`src/rtl/tst_pkg.sv`:
```
package tst_pkg;

    localparam int unsigned SLOTS_DEFAULT = 256;

    localparam int unsigned CMD_W  = 3;
    localparam int unsigned ADDR_W = 32;
    localparam int unsigned SLOT_W = 9;
    localparam int unsigned SEQ_W  = 16;
    localparam int unsigned STAT_W = 2;
    localparam int unsigned IDX_W  = 8;
    localparam int unsigned WORD_W = ADDR_W + SEQ_W;

    localparam logic [CMD_W-1:0] CMD_RECEIVE = 3'd0;
    localparam logic [CMD_W-1:0] CMD_ASSIGN  = 3'd1;
    localparam logic [CMD_W-1:0] CMD_ADD     = 3'd2;
    localparam logic [CMD_W-1:0] CMD_DELETE  = 3'd3;
    localparam logic [CMD_W-1:0] CMD_READ    = 3'd4;

    localparam logic [STAT_W-1:0] ST_OK  = 2'd0;
    localparam logic [STAT_W-1:0] ST_DUP = 2'd1;
    localparam logic [STAT_W-1:0] ST_ERR = 2'd2;

    typedef struct packed {
        logic load;
        logic cnt_clear;
        logic clr_step;
        logic lookup_rd;
        logic lookup_done;
        logic assign_wr;
        logic scan_step;
        logic place;
        logic set_err;
        logic set_ok;
        logic out_load;
    } tst_ctl_t;

    typedef struct packed {
        logic [CMD_W-1:0] cmd;
        logic             slot_ok;
        logic             cnt_last;
        logic             scan_done;
        logic             free_found;
        logic             out_free;
    } tst_sts_t;

endpackage

```
`src/rtl/tst_ctrl.sv`:
```
module tst_ctrl (
    input  logic              clk,
    input  logic              rst_n,
    input  logic              in_valid,
    output logic              in_stall,
    input  tst_pkg::tst_sts_t sts,
    output tst_pkg::tst_ctl_t ctl
);
    import tst_pkg::*;

    localparam logic [2:0] S_CLEAR  = 3'd0;
    localparam logic [2:0] S_IDLE   = 3'd1;
    localparam logic [2:0] S_DECODE = 3'd2;
    localparam logic [2:0] S_LOOKUP = 3'd3;
    localparam logic [2:0] S_SCAN   = 3'd4;
    localparam logic [2:0] S_PLACE  = 3'd5;
    localparam logic [2:0] S_FINISH = 3'd6;

    logic [2:0] state_reg;
    logic [2:0] state_next;

    assign in_stall = (state_reg != S_IDLE);

    always_comb
    begin
        ctl        = '0;
        state_next = state_reg;
        case (state_reg)
            S_CLEAR:
            begin
                ctl.clr_step = 1'b1;
                if (sts.cnt_last)
                begin
                    state_next = S_IDLE;
                end
            end
            S_IDLE:
            begin
                if (in_valid)
                begin
                    ctl.load   = 1'b1;
                    state_next = S_DECODE;
                end
            end
            S_DECODE:
            begin
                case (sts.cmd)
                    CMD_RECEIVE, CMD_READ:
                    begin
                        if (sts.slot_ok)
                        begin
                            ctl.lookup_rd = 1'b1;
                            state_next    = S_LOOKUP;
                        end
                        else
                        begin
                            ctl.set_err = 1'b1;
                            state_next  = S_FINISH;
                        end
                    end
                    CMD_ASSIGN:
                    begin
                        if (sts.slot_ok)
                        begin
                            ctl.assign_wr = 1'b1;
                        end
                        else
                        begin
                            ctl.set_err = 1'b1;
                        end
                        state_next = S_FINISH;
                    end
                    CMD_ADD, CMD_DELETE:
                    begin
                        ctl.cnt_clear = 1'b1;
                        state_next    = S_SCAN;
                    end
                    default:
                    begin
                        ctl.set_err = 1'b1;
                        state_next  = S_FINISH;
                    end
                endcase
            end
            S_LOOKUP:
            begin
                ctl.lookup_done = 1'b1;
                state_next      = S_FINISH;
            end
            S_SCAN:
            begin
                ctl.scan_step = 1'b1;
                if (sts.scan_done)
                begin
                    if (sts.cmd == CMD_ADD)
                    begin
                        state_next = S_PLACE;
                    end
                    else
                    begin
                        ctl.set_ok = 1'b1;
                        state_next = S_FINISH;
                    end
                end
            end
            S_PLACE:
            begin
                if (sts.free_found)
                begin
                    ctl.place = 1'b1;
                end
                else
                begin
                    ctl.set_err = 1'b1;
                end
                state_next = S_FINISH;
            end
            S_FINISH:
            begin
                if (sts.out_free)
                begin
                    ctl.out_load = 1'b1;
                    state_next   = S_IDLE;
                end
            end
            default:
            begin
                state_next = S_IDLE;
            end
        endcase
    end

    always_ff @(posedge clk or negedge rst_n)
    begin
        if (!rst_n)
        begin
            state_reg <= S_CLEAR;
        end
        else
        begin
            state_reg <= state_next;
        end
    end

endmodule

```
`config.mk`:
```
export PLATFORM = sky130hd
export DESIGN_NAME = tst_ctrl
export DESIGN_NICKNAME = d
export VERILOG_FILES = /design/src/rtl/tst_pkg.sv /design/src/rtl/tst_ctrl.sv
export SDC_FILE = /design/constraint.sdc
export NUM_CORES = 1
export LEC_CHECK = 0
export BUFFER_PORTS_ARGS = -buffer_cell sky130_fd_sc_hd__buf_4
export CAP_MARGIN = 25
export CORE_AREA = 4 4 41 43
export CTS_BUF_LIST = sky130_fd_sc_hd__clkbuf_8
export CTS_CLUSTER_SIZE = 30
export DETAILED_ROUTE_END_ITERATION = 6
export DIE_AREA = 0 0 45 47
export PLACE_DENSITY_LB_ADDON = 0.25
export SLEW_MARGIN = 15
export SYNTH_ARGS = -nofsm -noshare
export SYNTH_HDL_FRONTEND = slang
export SYNTH_SLANG_ARGS = --single-unit
```
`constraint.sdc`:
```
create_clock -name clk -period 1.7 [get_ports clk]
set_input_delay 0.34 -clock clk [delete_from_list [all_inputs] [get_ports clk]]
set_output_delay 0.34 -clock clk [all_outputs]
set_load 0.02 [all_outputs]
```
==> impl_metrics.sql <==
INSERT INTO impl_metrics (metric_group, metric, value, unit) VALUES
('floorplanning', 'die_area', '2120', 'µm²'),
('cells_and_area', 'antenna_cells_inserted', '0', ''),
('clocking', 'cts-buffers-inserted', '3', ''),
('detailed_routing', 'routed-via-count', '459', ''),
('clocking', 'cts_tree', 'done', ''),
('synth', 'edff_count_synth', '0', ''),
('worst_hold_path', 'worst_hold_path_type', 'in -> reg', ''),
('timing', 'worst_slack', '0.0459', 'ns'),
('timing', 'post-route-min-period', '1.65', 'ns'),
('synth', 'ys_warns', '0', ''),
('placement', 'port_buffers', '22', ''),
('clocking', 'cts-htree-levels', '1', ''),
('clocking', 'worst_skew_pair.late_latency', '0.22', 'ns'),
('critical_path', 'cp.arrival', '1.31', 'ns'),
('floorplanning', 'pin_count', '23', ''),
('critical_path', 'max_fanout_on_critical_path', '3', ''),
('synth', 'adder_and_majority_gate_portion_of_the_synthesized_area', '0', '%'),
('synth', 'synth_cell_type_count', '25', ''),
('timing', 'setup_violations', '0', ''),
('floorplanning', 'die_h', '47', 'µm'),
('cells_and_area', 'drive_gt1_share', '50.7', '%'),
('floorplanning', 'floorplan.core_area', '1300', 'µm²'),
('placement', 'placed_wire_length_estimate', '807', 'µm'),
('synth', 'synthesis.area', '357', 'µm²'),
('clocking', 'clk_path_buf_depth', '2', ''),
('timing', 'timing.max_slew.rel_slack', '76.5', '%'),
('detailed_routing', 'avg_vias_per_cell', '5.22', ''),
('critical_path', 'worstSetupEndpointType', 'output port', ''),
('placement', 'pre_cts_ws', '0.112', 'ns'),
('synth', 'synthFlopType', 'sky130_fd_sc_hd__dfrtp_1', ''),
('power_and_ir_drop', 'total_leakage_power', '0.302', 'nW'),
('timing', 'final_hold_violations', '0', ''),
('global_route', 'grt_first_pass_wirelength', '1700', 'µm'),
('floorplanning', 'die_x', '45', 'µm'),
('detailed_routing', 'route.final.wire_length', '1070', 'µm'),
('global_route', 'number_of_antenna_violations_at_the_first_check_in_global_routing', '0', ''),
('power_and_ir_drop', 'power_density', '1690', 'nW/µm²'),
('critical_path', 'worstSetupStartpointType', 'register', ''),
('synth', 'post_synthesis_sequential_area_ratio', '21.1', '%'),
('clocking', 'clkSlewWorstSetupHoldPaths', '0.03', 'ns'),
('timing', 'worst_slew_pin_slew', '0.347', 'ns'),
('synth', 'compound_cell_area_share_of_the_yosys_netlist', '27.0', '%'),
('cells_and_area', 'final_common_cell', 'sky130_fd_sc_hd__buf_4', ''),
('detailed_routing', 'drt_drc_violations_left', '0', ''),
('detailed_routing', 'drt_iter0_markers', '13', ''),
('clocking', 'cts-root-buf', 'sky130_fd_sc_hd__clkbuf_8', ''),
('global_route', 'grt_use_total', '11.5', '%'),
('timing', 'min_period_over_period', '97.3', '%'),
('synth', 'post_synthesis_register_bit_count', '3', ''),
('cells_and_area', 'largest_register_ffs', '3', ''),
('job', 'timing.max_cap.violations', '0', ''),
('placement', 'placed_inst_area', '546', 'µm²'),
('synth', 'postSynthCellCount', '46', ''),
('global_route', 'grt_start_max_net_pins', '16', ''),
('synth', 'synth_mux_area_share', '5.61', '%'),
('synth', 'syn-num-nets', '57', ''),
('cells_and_area', 'finalInstanceArea', '631', 'µm²'),
('synth', 'synthXorXnorAreaFrac', '0', '%'),
('critical_path', 'worst-endpoint-required', '1.36', 'ns'),
('detailed_routing', 'avgRoutedWirePerCell', '12.1', 'µm'),
('timing', 'fmax', '605', 'MHz'),
('timing', 'finClkSkew', '0.00331', 'ns'),
('clocking', 'cts.sinks', '3', ''),
('floorplanning', 'floorplan.initialDensity', '27.4', '%'),
('power_and_ir_drop', 'peakVddDrop', '0.991', 'mV'),
('detailed_routing', 'route.antenna.remaining_nets', '0', ''),
('synth', 'synthSimpleGateAreaFrac', '38.9', '%'),
('global_route', 'first_global_vias', '413', ''),
('floorplanning', 'core_rows', '13', ''),
('critical_path', 'worst-setup-path-type', 'reg -> out', ''),
('detailed_routing', 'dr.pass1.iters', '4', ''),
('synth', 'synth_area_per_cell', '7.75', 'µm²'),
('cells_and_area', 'flow.area_growth_from_synthesis', '76.8', '%'),
('outcome', 'outcome', 'finished clean', ''),
('global_route', 'gr-total-overflow', '0', ''),
('synth', 'fraction_of_synthesis_flops_using_an_asynchronous_set_or_reset_pin', '100', '%'),
('cells_and_area', 'nNetsFinal', '85', ''),
('timing', 'setup_repair_after_global_routing_missed_its_margin', 'yes', ''),
('placement', 'gp_congestion', '0.717', ''),
('cells_and_area', 'layout_common_cells', '26 x sky130_fd_sc_hd__buf_4, 4 x sky130_fd_sc_hd__o21ai_0, 4 x sky130_fd_sc_hd__nand2_1, 3 x sky130_fd_sc_hd__clkbuf_8, 3 x sky130_fd_sc_hd__dfrtp_1', ''),
('synth', 'largest_family_of_logic_cells_by_synthesized_area', 'simple AND/OR/NAND/NOR gates', ''),
('timing', 'timing_max_transition_violations_final', '0', '');
==> layout make-up <==
class	count	area (µm²)
clock buffers	3	41.3
inverters	1	3.75
fillers	135	671
multi-input cells	38	283
repair buffers	27	205
well taps	15	18.8
clock inverters	1	3.75
flip-flops and latches	3	75.1
==> routing by layer <==
| layer | vias to the layer above | global-route usage, % | wire length, µm |
|---|---|---|---|
| met5 | - | 0 | 0 |
| met4 | 0 | 8.77 | 29 |
| met3 | 5 | 4.21 | 105 |
| met2 | 24 | 16.7 | 499 |
| met1 | 203 | 13.6 | 435 |
| li1 | 227 | - | - |
==> timing repair <==
action,4_1_cts,5_1_grt
setup endpoints to repair,1,4
hold buffers,1,0
hold endpoints to repair,3,0
resized for setup,1,4
pin swaps,0,1
buffers inserted,0,1
==> Yosys cell counts (2+ instances only) <==
cell type	instances	area share, %
sky130_fd_sc_hd__nor3b_1	3	6.3
sky130_fd_sc_hd__o32ai_1	2	4.9
sky130_fd_sc_hd__dfrtp_1	3	21
sky130_fd_sc_hd__buf_2	3	4.2
sky130_fd_sc_hd__nor4b_1	2	4.9
sky130_fd_sc_hd__a21oi_1	2	2.8
sky130_fd_sc_hd__o21ai_0	4	5.6
sky130_fd_sc_hd__nand2_1	4	4.2
sky130_fd_sc_hd__mux2i_1	2	5.6
sky130_fd_sc_hd__a22o_1	2	4.9
sky130_fd_sc_hd__nor3_1	2	2.8
sky130_fd_sc_hd__and3_1	2	3.5
sky130_fd_sc_hd__nor2_1	3	3.2
==> kinds of logic (layout without fill, tap and decap cells) <==
logic type      after synthesis  count (layout)
compound gates               13              13
simple gates                 23              23
buf+inv                       5              32
flops                         3               3
mux                           2               2
==> final timing paths <==
kind	start	end	slack, ns	cells past startpoint
setup / recovery	state_reg[0]	ctl[5]	0.05	4
hold / removal	sts[0]	state_reg[1]	0.34	2
setup reg to reg	state_reg[0]	state_reg[0]	0.39	4
hold reg to reg	state_reg[0]	state_reg[0]	0.60	2
max in group asynchronous	rst_n	state_reg[2]	1.14	2
min in group asynchronous	rst_n	state_reg[0]	0.46	2
==> power breakdown <==
group	switching, W	internal, W	total [W]
Clock	0.0000495	0.000154	0.000203
Combinational	0.000385	0.000334	0.000719
Sequential	0.0000337	0.000112	0.000145
==> worst max-delay path, cell delays in order (launching register included) <==
cell                       delay (ns)
sky130_fd_sc_hd__dfrtp_1         0.39
sky130_fd_sc_hd__nor3b_2         0.22
sky130_fd_sc_hd__nand3b_1        0.15
sky130_fd_sc_hd__nor3b_2         0.18
sky130_fd_sc_hd__buf_4           0.16
==> per-stage QoR <==
| stage | hold WS, ns | total power [W] | util [%] | std cells | setup TNS, ns |
|---|---|---|---|---|---|
| finish | 0.345 | 0.00107 | 48.5 | 88 | 0 |
| global route | 0.365 | 0.00116 | 48.5 | 88 | -0.0384 |
| CTS | 0.345 | 0.00102 | 46.5 | 87 | 0 |
| detailed placement | 0.130 | 0.000803 | 41.9 | 82 | 0 |
| global placement | 0.129 | 0.000806 | 41.9 | 82 | 0 |
| floorplan | 0.0444 | 0.000594 | - | 46 | 0 |
(Power assumes the default switching activity.)
